File: config.mk
export PLATFORM = sky130hd
export DESIGN_NAME = multi_key_debounce_controller_top
export DESIGN_NICKNAME = d
export VERILOG_FILES = /design/src/hw/rtl/mkd_pkg.sv /design/src/hw/rtl/multi_key_debounce_controller_top.sv /design/src/hw/rtl/mkd_lane.sv /design/src/hw/rtl/mkd_emit.sv
export SDC_FILE = /design/constraint.sdc
export NUM_CORES = 1
export LEC_CHECK = 0
export BUFFER_PORTS_ARGS = -buffer_cell sky130_fd_sc_hd__buf_4
export CORE_UTILIZATION = 59
export DETAILED_ROUTE_END_ITERATION = 8
export PLACE_DENSITY_LB_ADDON = 0.3
export SLEW_MARGIN = 30
export SYNTH_ARGS = -nofsm -noshare
export SYNTH_HDL_FRONTEND = slang
export SYNTH_HIERARCHICAL = 1
export SYNTH_SLANG_ARGS = --single-unit
File: constraint.sdc
create_clock -name clk -period 5.7 [get_ports clk]
set_clock_uncertainty 0.2 [all_clocks]
set_input_delay 0.855 -clock clk [delete_from_list [all_inputs] [get_ports clk]]
set_output_delay 0.855 -clock clk [all_outputs]
set_load 0.005 [all_outputs]
File: src/hw/rtl/mkd_pkg.sv
// ----------------------------------------------------------------------------
// mkd_pkg
// shared types and constants of the multi-key debounce controller
// ----------------------------------------------------------------------------
package mkd_pkg;

	typedef enum logic [1:0] {
		CMD_EDGE    = 2'd0,
		CMD_TICK    = 2'd1,
		CMD_SUSPEND = 2'd2,
		CMD_START   = 2'd3
	} cmd_t;

	localparam logic [2:0] REG_DEBOUNCE_TICKS = 3'd0;
	localparam logic [2:0] REG_ACTIVE_LOW     = 3'd1;
	localparam logic [2:0] REG_NOISE_IGNORE   = 3'd2;
	localparam logic [2:0] REG_MISSING_PAIR   = 3'd3;
	localparam logic [2:0] REG_REBOOT         = 3'd4;
	localparam logic [2:0] REG_REBOOT_EDGE    = 3'd5;
	localparam logic [2:0] REG_CONSOLE        = 3'd6;

	localparam int RES_CNT_W = 5;
	localparam logic [RES_CNT_W-1:0] MAX_RESULTS = 5'd16;

	typedef struct packed {
		logic tick;
		logic clear;
		logic load;
	} lane_ctl_t;

	typedef struct packed {
		logic [2:0] key_button;
		logic       key_pressed;
		logic       reboot_notify;
		logic       reboot_level;
		logic       console_notify;
		logic       console_level;
	} key_event_t;

endpackage

File: src/hw/rtl/multi_key_debounce_controller_top.sv
// ----------------------------------------------------------------------------
// multi_key_debounce_controller_top
// debounces up to BUTTONS key lines with one countdown lane per button
// ----------------------------------------------------------------------------
// edge and suspend beats are taken while idle and leave the block idle; a wake edge
//   pushes its event into the holding stage and moves on to the flush state
// a tick or start beat is taken, then the button walker, which shares one trigger unit,
//   visits every button (a paired event adds a step) and flushes; no new beat is taken
//   until the flush is done, and a stalled result bus holds the walk
// reset: all levels, countdowns and flags clear, registers take their defaults
// ----------------------------------------------------------------------------
module multi_key_debounce_controller_top #(
	parameter int BUTTONS     = 8,
	parameter int COUNT_WIDTH = 16
) (
	input  logic        clk,
	input  logic        arst_n,
	input  logic        s_tvalid,
	output logic        s_tready,
	input  logic [15:0] s_tdata,   // button_index[2:0], pin_levels[10:3], wake_cause[11]
	input  logic [1:0]  s_tuser,   // command
	output logic        m_tvalid,
	input  logic        m_tready,
	output logic [7:0]  m_tdata,   // key_button[2:0], key_pressed, reboot_notify,
	                               // reboot_level, console_notify, console_level
	output logic        m_tlast,   // is_last
	input  logic        cfg_valid,
	output logic        cfg_ready,
	input  logic [2:0]  cfg_index,
	input  logic [15:0] cfg_data
);
	import mkd_pkg::*;

	localparam int CW = $clog2(BUTTONS + 1);

	typedef enum logic [1:0] {ST_IDLE, ST_WALK, ST_FLUSH} state_t;

	// configuration
	logic [15:0] debounce_q;
	logic [7:0]  active_low_q, noise_ignore_q, missing_pair_q;
	logic [7:0]  reboot_q, reboot_edge_q, console_q;

	assign cfg_ready = 1'b1;

	always_ff @(posedge clk or negedge arst_n) begin
		if (!arst_n) begin
			debounce_q     <= 16'd5;
			active_low_q   <= '0;
			noise_ignore_q <= '0;
			missing_pair_q <= '0;
			reboot_q       <= '0;
			reboot_edge_q  <= '0;
			console_q      <= '0;
		end else if (cfg_valid) begin
			unique case (cfg_index)
				REG_DEBOUNCE_TICKS: debounce_q     <= cfg_data;
				REG_ACTIVE_LOW:     active_low_q   <= cfg_data[7:0];
				REG_NOISE_IGNORE:   noise_ignore_q <= cfg_data[7:0];
				REG_MISSING_PAIR:   missing_pair_q <= cfg_data[7:0];
				REG_REBOOT:         reboot_q       <= cfg_data[7:0];
				REG_REBOOT_EDGE:    reboot_edge_q  <= cfg_data[7:0];
				REG_CONSOLE:        console_q      <= cfg_data[7:0];
				default: ;
			endcase
		end
	end

	// widened masks and levels
	logic [31:0] pins32, alm32, nim32, mpm32, rbm32, rbe32, cnm32, ticks32;
	logic [BUTTONS-1:0] pressed_b, nim_b, mpm_b, rbm_b, rbe_b, cnm_b;
	logic [COUNT_WIDTH-1:0] reload_raw, reload;

	assign pins32  = {24'd0, s_tdata[10:3]};
	assign alm32   = {24'd0, active_low_q};
	assign nim32   = {24'd0, noise_ignore_q};
	assign mpm32   = {24'd0, missing_pair_q};
	assign rbm32   = {24'd0, reboot_q};
	assign rbe32   = {24'd0, reboot_edge_q};
	assign cnm32   = {24'd0, console_q};
	assign ticks32 = {16'd0, debounce_q};

	assign pressed_b = pins32[BUTTONS-1:0] ^ alm32[BUTTONS-1:0];
	assign nim_b     = nim32[BUTTONS-1:0];
	assign mpm_b     = mpm32[BUTTONS-1:0];
	assign rbm_b     = rbm32[BUTTONS-1:0];
	assign rbe_b     = rbe32[BUTTONS-1:0];
	assign cnm_b     = cnm32[BUTTONS-1:0];

	assign reload_raw = ticks32[COUNT_WIDTH-1:0];
	assign reload     = (reload_raw == '0) ? COUNT_WIDTH'(1) : reload_raw;

	// state
	state_t             state_q;
	logic [CW-1:0]      walk_q;
	logic               pair_q;
	logic               start_mode_q;
	logic [BUTTONS-1:0] settled_q, prev_q;
	logic [BUTTONS-1:0] old_s1, settle_s1;
	logic               wake_q, reb_rep_q, con_rep_q;

	// input beat decode
	cmd_t               cmd;
	logic               accept;
	logic [2:0]         idx;
	logic               wake;
	logic [BUTTONS-1:0] sel;
	logic               idx_ok, lvl_i, prev_i, set_i, pend_i, wake_path;
	logic               is_edge, is_tick, is_suspend, is_start;
	logic [BUTTONS-1:0] pending_b, restart_b, settle_b;

	assign s_tready = (state_q == ST_IDLE);
	assign accept   = s_tvalid && s_tready;
	assign cmd      = cmd_t'(s_tuser);
	assign idx      = s_tdata[2:0];
	assign wake     = s_tdata[11];

	always_comb begin
		is_edge    = 1'b0;
		is_tick    = 1'b0;
		is_suspend = 1'b0;
		is_start   = 1'b0;
		unique case (cmd)
			CMD_EDGE:    is_edge    = 1'b1;
			CMD_TICK:    is_tick    = 1'b1;
			CMD_SUSPEND: is_suspend = 1'b1;
			CMD_START:   is_start   = 1'b1;
			default: ;
		endcase
	end

	always_comb begin
		for (int k = 0; k < BUTTONS; k++) begin
			sel[k] = ({29'd0, idx} == 32'(k));
		end
	end

	assign idx_ok    = |sel;
	assign lvl_i     = |(pressed_b & sel);
	assign prev_i    = |(prev_q & sel);
	assign set_i     = |(settled_q & sel);
	assign pend_i    = |(pending_b & sel);
	assign wake_path = wake && wake_q;

	// lanes
	for (genvar g = 0; g < BUTTONS; g++) begin : g_lane
		lane_ctl_t ctl;
		assign ctl.tick  = accept && is_tick;
		assign ctl.clear = accept && is_start;
		assign ctl.load  = accept && is_edge && sel[g]
			&& (!wake_path || (prev_q[g] == pressed_b[g]));
		mkd_lane #(
			.COUNT_WIDTH(COUNT_WIDTH)
		) u_lane (
			.clk     (clk),
			.arst_n  (arst_n),
			.ctl     (ctl),
			.reload  (reload),
			.level   (pressed_b[g]),
			.settled (settled_q[g]),
			.pending (pending_b[g]),
			.restart (restart_b[g]),
			.settle  (settle_b[g])
		);
	end

	// merging walker
	logic [BUTTONS-1:0] wsel, lowmask, work, rterm;
	logic               ws, wp, wset, same, ign, pairm;
	logic               reboot_v, console_v, rn, cn;
	logic [31:0]        walk32;
	logic               em_ready;
	logic               walk_push, walk_adv, walk_pair, walk_report;
	key_event_t         walk_ev, ev;
	logic               push;

	always_comb begin
		for (int k = 0; k < BUTTONS; k++) begin
			wsel[k]    = (walk_q == CW'(k));
			lowmask[k] = (CW'(k) < walk_q);
		end
	end

	assign ws    = |(settled_q & wsel);
	assign wp    = |(prev_q & wsel);
	assign wset  = |(settle_s1 & wsel);
	assign ign   = |(nim_b & wsel);
	assign pairm = |(mpm_b & wsel);
	assign same  = (ws == wp);

	assign work      = (settled_q & lowmask) | (old_s1 & ~lowmask);
	assign rterm     = (rbe_b & (work ^ prev_q)) | (~rbe_b & work);
	assign reboot_v  = &(~rbm_b | rterm);
	assign console_v = &(~cnm_b | work);
	assign rn        = reboot_v || (reb_rep_q != reboot_v);
	assign cn        = (con_rep_q != console_v);
	assign walk32    = 32'(walk_q);

	always_comb begin
		walk_push   = 1'b0;
		walk_adv    = 1'b0;
		walk_pair   = 1'b0;
		walk_report = 1'b0;
		walk_ev     = '{key_button: walk32[2:0], key_pressed: ws, default: 1'b0};
		if (state_q == ST_WALK && em_ready) begin
			priority if (start_mode_q) begin
				walk_push = 1'b1;
				walk_adv  = 1'b1;
			end else if (!wset || (same && ign)) begin
				walk_adv = 1'b1;
			end else if (same && pairm && !pair_q) begin
				walk_push               = 1'b1;
				walk_pair               = 1'b1;
				walk_ev.key_pressed     = !ws;
			end else begin
				walk_push              = 1'b1;
				walk_adv               = 1'b1;
				walk_report            = 1'b1;
				walk_ev.reboot_notify  = rn;
				walk_ev.reboot_level   = reboot_v;
				walk_ev.console_notify = cn;
				walk_ev.console_level  = console_v;
			end
		end
	end

	// wake edge event goes into an empty holding stage
	always_comb begin
		push = walk_push;
		ev   = walk_ev;
		if (accept && is_edge && idx_ok && wake_path) begin
			push = 1'b1;
			ev   = '{key_button: idx, key_pressed: !prev_i, default: 1'b0};
		end
	end

	always_ff @(posedge clk or negedge arst_n) begin
		if (!arst_n) begin
			state_q      <= ST_IDLE;
			walk_q       <= '0;
			pair_q       <= 1'b0;
			start_mode_q <= 1'b0;
			settled_q    <= '0;
			prev_q       <= '0;
			old_s1       <= '0;
			settle_s1    <= '0;
			wake_q       <= 1'b0;
			reb_rep_q    <= 1'b0;
			con_rep_q    <= 1'b0;
		end else begin
			unique case (state_q)
				ST_IDLE: begin
					if (accept) begin
						if (is_edge && idx_ok) begin
							if (wake_path) begin
								settled_q <= (settled_q & ~sel) | (sel & {BUTTONS{lvl_i}});
								wake_q    <= 1'b0;
								state_q   <= ST_FLUSH;
							end else if (!pend_i) begin
								prev_q    <= (prev_q & ~sel) | (sel & {BUTTONS{set_i}});
								settled_q <= (settled_q & ~sel) | (sel & {BUTTONS{lvl_i}});
							end
						end
						if (is_tick) begin
							old_s1       <= settled_q;
							settle_s1    <= settle_b;
							settled_q    <= settled_q ^ restart_b;
							start_mode_q <= 1'b0;
							walk_q       <= '0;
							pair_q       <= 1'b0;
							state_q      <= ST_WALK;
						end
						if (is_suspend) begin
							prev_q <= pressed_b;
							wake_q <= 1'b1;
						end
						if (is_start) begin
							old_s1       <= pressed_b;
							settle_s1    <= '0;
							settled_q    <= pressed_b;
							start_mode_q <= 1'b1;
							walk_q       <= '0;
							pair_q       <= 1'b0;
							state_q      <= ST_WALK;
						end
					end
				end
				ST_WALK: begin
					if (walk_pair) begin
						pair_q <= 1'b1;
					end
					if (walk_report) begin
						reb_rep_q <= reboot_v;
						con_rep_q <= console_v;
					end
					if (walk_adv) begin
						pair_q <= 1'b0;
						if (walk_q == CW'(BUTTONS - 1)) begin
							state_q <= ST_FLUSH;
						end else begin
							walk_q <= walk_q + CW'(1);
						end
					end
				end
				ST_FLUSH: begin
					if (em_ready) begin
						state_q <= ST_IDLE;
					end
				end
				default: state_q <= ST_IDLE;
			endcase
		end
	end

	mkd_emit u_emit (
		.clk      (clk),
		.arst_n   (arst_n),
		.push     (push),
		.ev       (ev),
		.finish   (state_q == ST_FLUSH),
		.ready    (em_ready),
		.m_tvalid (m_tvalid),
		.m_tready (m_tready),
		.m_tdata  (m_tdata),
		.m_tlast  (m_tlast)
	);

endmodule

File: src/hw/rtl/mkd_lane.sv
// ----------------------------------------------------------------------------
// mkd_lane
// per-button countdown, pending flag and expiry decision
// ----------------------------------------------------------------------------
module mkd_lane #(
	parameter int COUNT_WIDTH = 16
) (
	input  logic                   clk,
	input  logic                   arst_n,
	input  mkd_pkg::lane_ctl_t     ctl,
	input  logic [COUNT_WIDTH-1:0] reload,
	input  logic                   level,
	input  logic                   settled,
	output logic                   pending,
	output logic                   restart,
	output logic                   settle
);
	logic [COUNT_WIDTH-1:0] count_q;
	logic                   pending_q;
	logic                   expired;

	assign expired = pending_q && (count_q <= COUNT_WIDTH'(1));
	assign pending = pending_q;
	assign restart = ctl.tick && expired && (level != settled);
	assign settle  = ctl.tick && expired && (level == settled);

	always_ff @(posedge clk or negedge arst_n) begin
		if (!arst_n) begin
			pending_q <= 1'b0;
			count_q   <= '0;
		end else begin
			priority if (ctl.clear) begin
				pending_q <= 1'b0;
				count_q   <= '0;
			end else if (ctl.load) begin
				pending_q <= 1'b1;
				count_q   <= reload;
			end else begin
				if (ctl.tick && pending_q) begin
					priority if (!expired) begin
						count_q <= count_q - COUNT_WIDTH'(1);
					end else if (level != settled) begin
						count_q <= reload;
					end else begin
						pending_q <= 1'b0;
						count_q   <= '0;
					end
				end
			end
		end
	end

endmodule

File: src/hw/rtl/mkd_emit.sv
// ----------------------------------------------------------------------------
// mkd_emit
// result holding stage: marks the final beat of an item, drops overflow
// ----------------------------------------------------------------------------
module mkd_emit (
	input  logic                clk,
	input  logic                arst_n,
	input  logic                push,
	input  mkd_pkg::key_event_t ev,
	input  logic                finish,
	output logic                ready,
	output logic                m_tvalid,
	input  logic                m_tready,
	output logic [7:0]          m_tdata,  // key_button[2:0], key_pressed, reboot_notify,
	                                      // reboot_level, console_notify, console_level
	output logic                m_tlast
);
	import mkd_pkg::*;

	key_event_t             hold_q;
	key_event_t             out_q;
	logic                   hold_v_q;
	logic                   out_v_q;
	logic                   last_q;
	logic [RES_CNT_W-1:0]   count_q;
	logic                   out_free;
	logic                   take;
	logic                   do_push;
	logic                   do_finish;

	assign out_free  = !out_v_q || m_tready;
	assign ready     = !hold_v_q || out_free;
	assign take      = out_v_q && m_tready;
	assign do_push   = push && ready && (count_q < MAX_RESULTS);
	assign do_finish = finish && ready;

	always_ff @(posedge clk or negedge arst_n) begin
		if (!arst_n) begin
			hold_v_q <= 1'b0;
			out_v_q  <= 1'b0;
			count_q  <= '0;
		end else begin
			if (take) begin
				out_v_q <= 1'b0;
			end
			if (do_push) begin
				hold_v_q <= 1'b1;
				count_q  <= count_q + RES_CNT_W'(1);
				if (hold_v_q) begin
					out_v_q <= 1'b1;
				end
			end else if (do_finish) begin
				hold_v_q <= 1'b0;
				count_q  <= '0;
				if (hold_v_q) begin
					out_v_q <= 1'b1;
				end
			end
		end
	end

	always_ff @(posedge clk) begin
		if (do_push) begin
			hold_q <= ev;
			if (hold_v_q) begin
				out_q  <= hold_q;
				last_q <= 1'b0;
			end
		end else if (do_finish && hold_v_q) begin
			out_q  <= hold_q;
			last_q <= 1'b1;
		end
	end

	assign m_tvalid = out_v_q;
	assign m_tlast  = last_q;
	assign m_tdata  = {out_q.console_level, out_q.console_notify, out_q.reboot_level,
		out_q.reboot_notify, out_q.key_pressed, out_q.key_button};

endmodule

# ---- Word level (Yosys, flattened, before mapping)
# Index checks and enable logic that the tools add are counted.
dict set report classes {
  add_sub_neg 10
  n_lt_le_gt_ge 17
  n_eq_ne 73
  n_mux 158
  bitwise_logic 32
  n_reduce_logical 158
}
# operator n
set op_table {}
lappend op_table {{16-bit 2-to-1 mux} 41}
lappend op_table {{8-bit AND} 17}
lappend op_table {{8-bit 2-to-1 mux} 17}
lappend op_table {{16-bit by 1-bit <= comparator with 1-bit output (second input constant)} 8}
lappend op_table {{16-bit by 1-bit subtractor with 16-bit output (second input constant)} 8}
lappend op_table {{8-bit OR reduction} 10}
lappend op_table {{1-bit 2-to-1 mux} 78}
lappend op_table {{1-bit logical AND} 73}
lappend op_table {{3-bit nonzero test} 17}
lappend op_table {{8-bit bitwise OR} 6}
lappend op_table {{8-bit NOT} 5}
lappend op_table {{3-bit inequality test (second input constant)} 9}
lappend op_table {{3-bit AND reduction} 9}
lappend op_table {{5-bit 2-to-1 mux} 5}
lappend op_table {{4-bit 2-to-1 mux} 6}
lappend op_table {{8-bit XOR} 3}
lappend op_table {{3-bit equality test (second input constant)} 7}
lappend op_table {{2-bit AND reduction} 9}
lappend op_table {{1-bit equality test} 17}
lappend op_table {{4-bit by 3-bit equality test with 1-bit output (second input constant)} 4}
lappend op_table {{16-bit logical NOT} 1}
lappend op_table {{3-bit by 4-bit less-than comparator with 1-bit output (first input constant)} 4}
lappend op_table {{2-bit 2-to-1 mux} 8}
lappend op_table {{8-bit AND reduction} 2}
lappend op_table {{30 further kinds} 84}
dict set report totals {
  regBits 267
  in_bits 42
  output_inout_bits 12
  word_cells 498
}

# ---- Logic depth before layout (Yosys ltp)
dict set report logic_depth {
  depth_word 16
  depth_mapped 15
  mapped_depth_nobuf 13
}

# ---- By module
# The synthesis kept the hierarchy.
# module n_inst cells_per_inst area_each_um2 seq_area_each_um2
set modules_own_cells {}
lappend modules_own_cells {{mkd_lane (g_lane[0].u_lane ...)} 6 159 1343.8 425.4}
lappend modules_own_cells {multi_key_debounce_controller_top 1 585 6089.6 2680.1}
lappend modules_own_cells {{mkd_lane (g_lane[6].u_lane ...)} 2 164 1353.8 425.4}
lappend modules_own_cells {mkd_emit 1 48 865.8 685.7}

# ---- Least setup slack after synthesis
# No wires, ideal clock.
dict set report synth_timing {
  kind {input -> register}
  from {input port s_tvalid}
  to {register g_lane[6].u_lane.count_q[15]}
  setup_time_ns 0.079
  arrival_ns 3.057
  t_required_ns 5.421
  setup_slack_ns 2.363
  stages 10
  n_path_buf 2
  path_cell_list {nor3b_1 nand2_1 a311oi_1 clkbuf_1 inv_1 nor2_1 clkbuf_1 a22oi_1 a21oi_1 a2bb2oi_1}
}
# item line_no
set synth_rtl {}
lappend synth_rtl {{from (decl)} multi_key_debounce_controller_top.sv:18} ;# input logic s_tvalid,
lappend synth_rtl {{to (signal assigned)} mkd_lane.sv:37} ;# count_q <= reload;
lappend synth_rtl {{to (signal assigned)} mkd_lane.sv:41} ;# count_q <= count_q - COUNT_WIDTH'(1);
lappend synth_rtl {{to (signal assigned)} mkd_lane.sv:43} ;# count_q <= reload;
lappend synth_rtl {{to (decl)} mkd_lane.sv:18} ;# logic [COUNT_WIDTH-1:0] count_q;

# ---- Worst setup path in the final report
dict set report layout_timing {
  from {register walk_q[0]}
  to {register u_emit.out_q, in the netlist u_emit/m_tdata[7], enable pin}
}
dict set report layout_between {
  elab_chain_cells 14
  word_cells_on_any_way 29
  classes_between {9 x eq/ne; 4 x mux; 4 x bitwise; 12 x reduce/logical}
}
# item line_no
set layout_lines {}
lappend layout_lines {{from (decl)} multi_key_debounce_controller_top.sv:94} ;# logic [CW-1:0] walk_q;
lappend layout_lines {{from (signal assigned)} multi_key_debounce_controller_top.sv:300} ;# walk_q <= walk_q + CW'(1);
lappend layout_lines {{4-bit by 1-bit equality test with 1-bit output (tied with other cells)} multi_key_debounce_controller_top.sv:178} ;# wsel[k] = (walk_q == CW'(k));
lappend layout_lines {{8-bit AND (on tied branches)} {multi_key_debounce_controller_top.sv:183, multi_key_debounce_controller_top.sv:184}}
lappend layout_lines {{8-bit OR reduction (on tied branches)} {multi_key_debounce_controller_top.sv:183, multi_key_debounce_controller_top.sv:184}}
lappend layout_lines {{1-bit equality test} multi_key_debounce_controller_top.sv:188} ;# assign same = (ws == wp);
lappend layout_lines {{1-bit logical AND} multi_key_debounce_controller_top.sv:208} ;# end else if (!wset || (same && ign)) begin
lappend layout_lines {{1-bit logical OR *} multi_key_debounce_controller_top.sv:208}
lappend layout_lines {{1-bit 2-to-1 mux *} multi_key_debounce_controller_top.sv:208}
lappend layout_lines {{1-bit 2-to-1 mux *} multi_key_debounce_controller_top.sv:205} ;# priority if (start_mode_q) begin
lappend layout_lines {{1-bit 2-to-1 mux *} multi_key_debounce_controller_top.sv:204} ;# if (state_q == ST_WALK && em_ready) begin
lappend layout_lines {{1-bit 2-to-1 mux *} multi_key_debounce_controller_top.sv:230} ;# if (accept && is_edge && idx_ok && wake_path) begin
lappend layout_lines {{via push} multi_key_debounce_controller_top.sv:174} ;# logic push;
lappend layout_lines {{1-bit logical AND * (2 in a row)} mkd_emit.sv:34} ;# assign do_push = push && ready && (count_q < MAX_RESULTS);
lappend layout_lines {{2-bit by 1-bit inequality test with 1-bit output (no source line) or 2-bit nonzero test (tied branches)} -}
lappend layout_lines {{2-bit AND reduction (no source line) *} -}
lappend layout_lines {{to (signal assigned)} mkd_emit.sv:66} ;# out_q <= hold_q;
lappend layout_lines {{to (signal assigned)} mkd_emit.sv:70} ;# out_q <= hold_q;
lappend layout_lines {{to (decl)} mkd_emit.sv:21} ;# key_event_t out_q;
# The timed path passes the listed nets; every way through them passes the cells marked *.
# A chain may end at the register's enable or synchronous reset.

==> results.toml <==
[outcome]
status = "finished, final reports clean"

[sta]
max_slew_margin = 0.2884
finalSetupViolCount = 0
hold_viol_final = 0
max_clock_freq_mhz = 235.6
worst_pin_slew_ns = 1.067
min_period_ns = 4.245
post-route-period-util = 0.7448
maxSlewViolCount = 0
fin_tns_setup_ns = 0
rsz0062_at_grt = "no"

[layout]
layout_commonest_cell = "dfrtp_1"
largest_reg_flops = 128
top_regs = "g_lane.u_lane/count_q: 128 flops, debounce_q: 16 flops"
mostFrequentLayoutCells = "246 x dfrtp_1, 153 x nand2_1, 141 x a21oi_1"
final_core_util = 0.6594
area_growth_pct = 9.960
final_nets = 1996
layout-drive-gt1-share = 0.1583
top_register = "g_lane.u_lane/count_q"

[logic_synthesis]
async_flop_share = 0.9363
yosysWarningCount = 6
netlist_instances = 1915
synth.top_cell.area_share = 0.3501
avgSynthCellArea_um2 = 9.256
synth.distinct_cells = 87
syn_area_um2 = 17730
synthFlopType = "dfrtp_1"
yosysSeqAreaShare = 0.3819
syn_nets = 1984
synth_top_cell_by_area = "dfrtp_1"
synth_seq_cells = 267
synth_edf_count = 17
synthTopCellsByArea = "dfrtp_1 35%, mux2_2 4.6%, a21oi_1 4.0%"

[flow_run]
maxCapViolCount = 0

[clocking]
cts_resized = 0
cts_buffers = 31
cts_max_path_buffers = 3
clk_pin_slew_worst_paths_ns = 0.07
cts_root_buffer = "clkbuf_16"
cts_max_level = 1
cts_tree = "done"
cts_hold_buf = 0
cts.sinks = 267
post_cts_buffers = 0
clk_latency_ns = 0.59

[power_and_ir_drop]
p_leak_nw = 7.735
p_per_area_nw_per_um2 = 482.8
internal_power_w = 0.005317
p_comb_frac = 0.406
vdd_drop_max_mv = 0.3811
pwr-share-clk = 0.224
power.switching_w = 0.004093
p_sw_frac = 0.4350
pwr-share-seq = 0.370

[global_route]
grt_max_degree = 113
antenna_found_initial = 0
grt_overflow_total = 0
gr-usage-all-layers = 0.3636
grt_first_pass_wirelength_um = 88770
grt_pass1_vias = 15760

[detailed_routing]
vias_per_cell = 7.202
vias = 16880
routed_wl_um = 56790
ant_nets = 0
drc = 0
wl_per_cell_um = 24.24
initialDrtViolationCount = 1988
first_pass_iters = 8

[setup_path]
critical_path_class = "reg2reg"
critPathMaxFanout = 12
path_cells = "inv_1, ha_1, a222oi_1, nor3_1, a311oi_2, xnor2_1, a21oi_1, nor2_1, o22ai_1, nor2b_4, o21ai_2, nor2_1"
slowest_delay_ns = 0.60
cp_top_family = "compound AO/OA/AOI/OAI gates"
worst-path-buf-inv = 1
critPathArrivalTime_ns = 4.24
crit_slowest_cell = "nor2_1"
path_common_cell = "nor2_1"
crit_required_ns = 5.70
end_kind = "flop"
critPathLaunchType = "flop"

[floorplan]
num_rows = 63
dieArea_um2 = 30740
top_level_ports = 54
core-area_um2 = 29560
start_util = 0.5997
die_h_um = 175.3
die_w_um = 175.3

[min_path]
hold_class = "in2async"

[placed_design]
dpl.hpwl_um = 37970
port-buffer-count = 48
gp_congestion = 0.9683
-- metrics by stage --
step / total power (W) / hold slack (ns) / instances / cell area (µm²) / setup WS, ns
floorplan: 0.006044 / 0.2003 / 1915 / 17730 / 2.363
global placement: 0.007045 / 0.2008 / 2283 / 18310 / 0.9734
detailed placement: 0.007163 / 0.2054 / 2283 / 18340 / 1.139
CTS: 0.009298 / 0.1856 / 2341 / 19410 / 1.517
global route: 0.009897 / 0.2017 / 2342 / 19490 / 1.257
finish: 0.009410 / 0.1212 / 2343 / 19490 / 1.455
-- final timing paths --
path	start	endpoint	slack, ns	depth (start not counted)
max	walk_q[0]	u_emit/m_tdata[7]	1.45	12
min	arst_n	u_emit/count_q[3]	0.12	1
max reg2reg	walk_q[0]	u_emit/m_tdata[7]	1.45	12
min reg2reg	u_emit/hold_q[2]	u_emit/m_tdata[5]	0.22	0
max in group asynchronous	arst_n	g_lane[3].u_lane/count_q[9]	3.94	2
min in group clk	u_emit/hold_q[2]	u_emit/m_tdata[5]	0.22	0
-- cells in the mapped netlist (all sizes together) (33+ instances only) --
master,instances
nor2,134
o21ai,134
nor3b,36
a221o,40
nand2,155
xnor2,43
nor3,80
xor2,33
inv,70
nor4,68
mux2,74
a21oi,141
a22oi,66
clkbuf,62
dfrtp,248
-- cell type report --
class	instances	area, µm²
repair buffers	68	538.0
inverters	70	262.8
clock inverters	24	284.0
multi-input cells	1489	10360
flip-flops and latches	267	6771
diodes	1	2.502
clock buffers	34	787.0
fillers	2364	10070
well taps	390	488.0
-- cell families (layout without fill, tap and decap cells) --
| group | Yosys count | after routing | synth area share |
|---|---|---|---|
| XOR/XNOR | 76 | 76 | 0.03755 |
| flip-flops | 267 | 267 | 0.3819 |
| AO/OA/AOI/OAI | 649 | 649 | 0.2682 |
| adder cells (fa/ha/maj) | 27 | 27 | 0.01906 |
| AND/OR/NAND/NOR | 647 | 647 | 0.1986 |
| buffers and inverters | 159 | 196 | 0.03875 |
| other | 1 | 2 | 0.0002116 |
| multiplexers | 89 | 89 | 0.05569 |
-- routing by layer --
layer | global-route usage | wire length (µm) | part of all wire
met1 | 0.5008 | 22890 | 0.40
met2 | 0.5709 | 25840 | 0.46
met3 | 0.05823 | 5645 | 0.099
met4 | 0.1525 | 2411 | 0.042
met5 | 0 | 0 | 0
-- worst reg2reg max path: cells and delay by family (launching register included) --
| family | cells | cell delay [ns] |
|---|---|---|
| fa+ha+maj | 1 | 0.40 |
| buf+inv | 1 | 0.18 |
| xor+xnor | 1 | 0.22 |
| flops | 1 | 0.55 |
| simple gates | 4 | 1.04 |
| compound gates | 5 | 1.28 |
-- power by group through the flow --
stage | Sequential [W] | Clock (W) | Combinational (W)
detailed placement | 0.00346 | 0 | 0.00371
global placement | 0.00342 | 0 | 0.00362
CTS | 0.00343 | 0.00213 | 0.00374
finish | 0.00348 | 0.00210 | 0.00382
floorplan | 0.00305 | 0 | 0.00299
global route | 0.00355 | 0.00220 | 0.00415
Power figures use the tool's default switching activity.
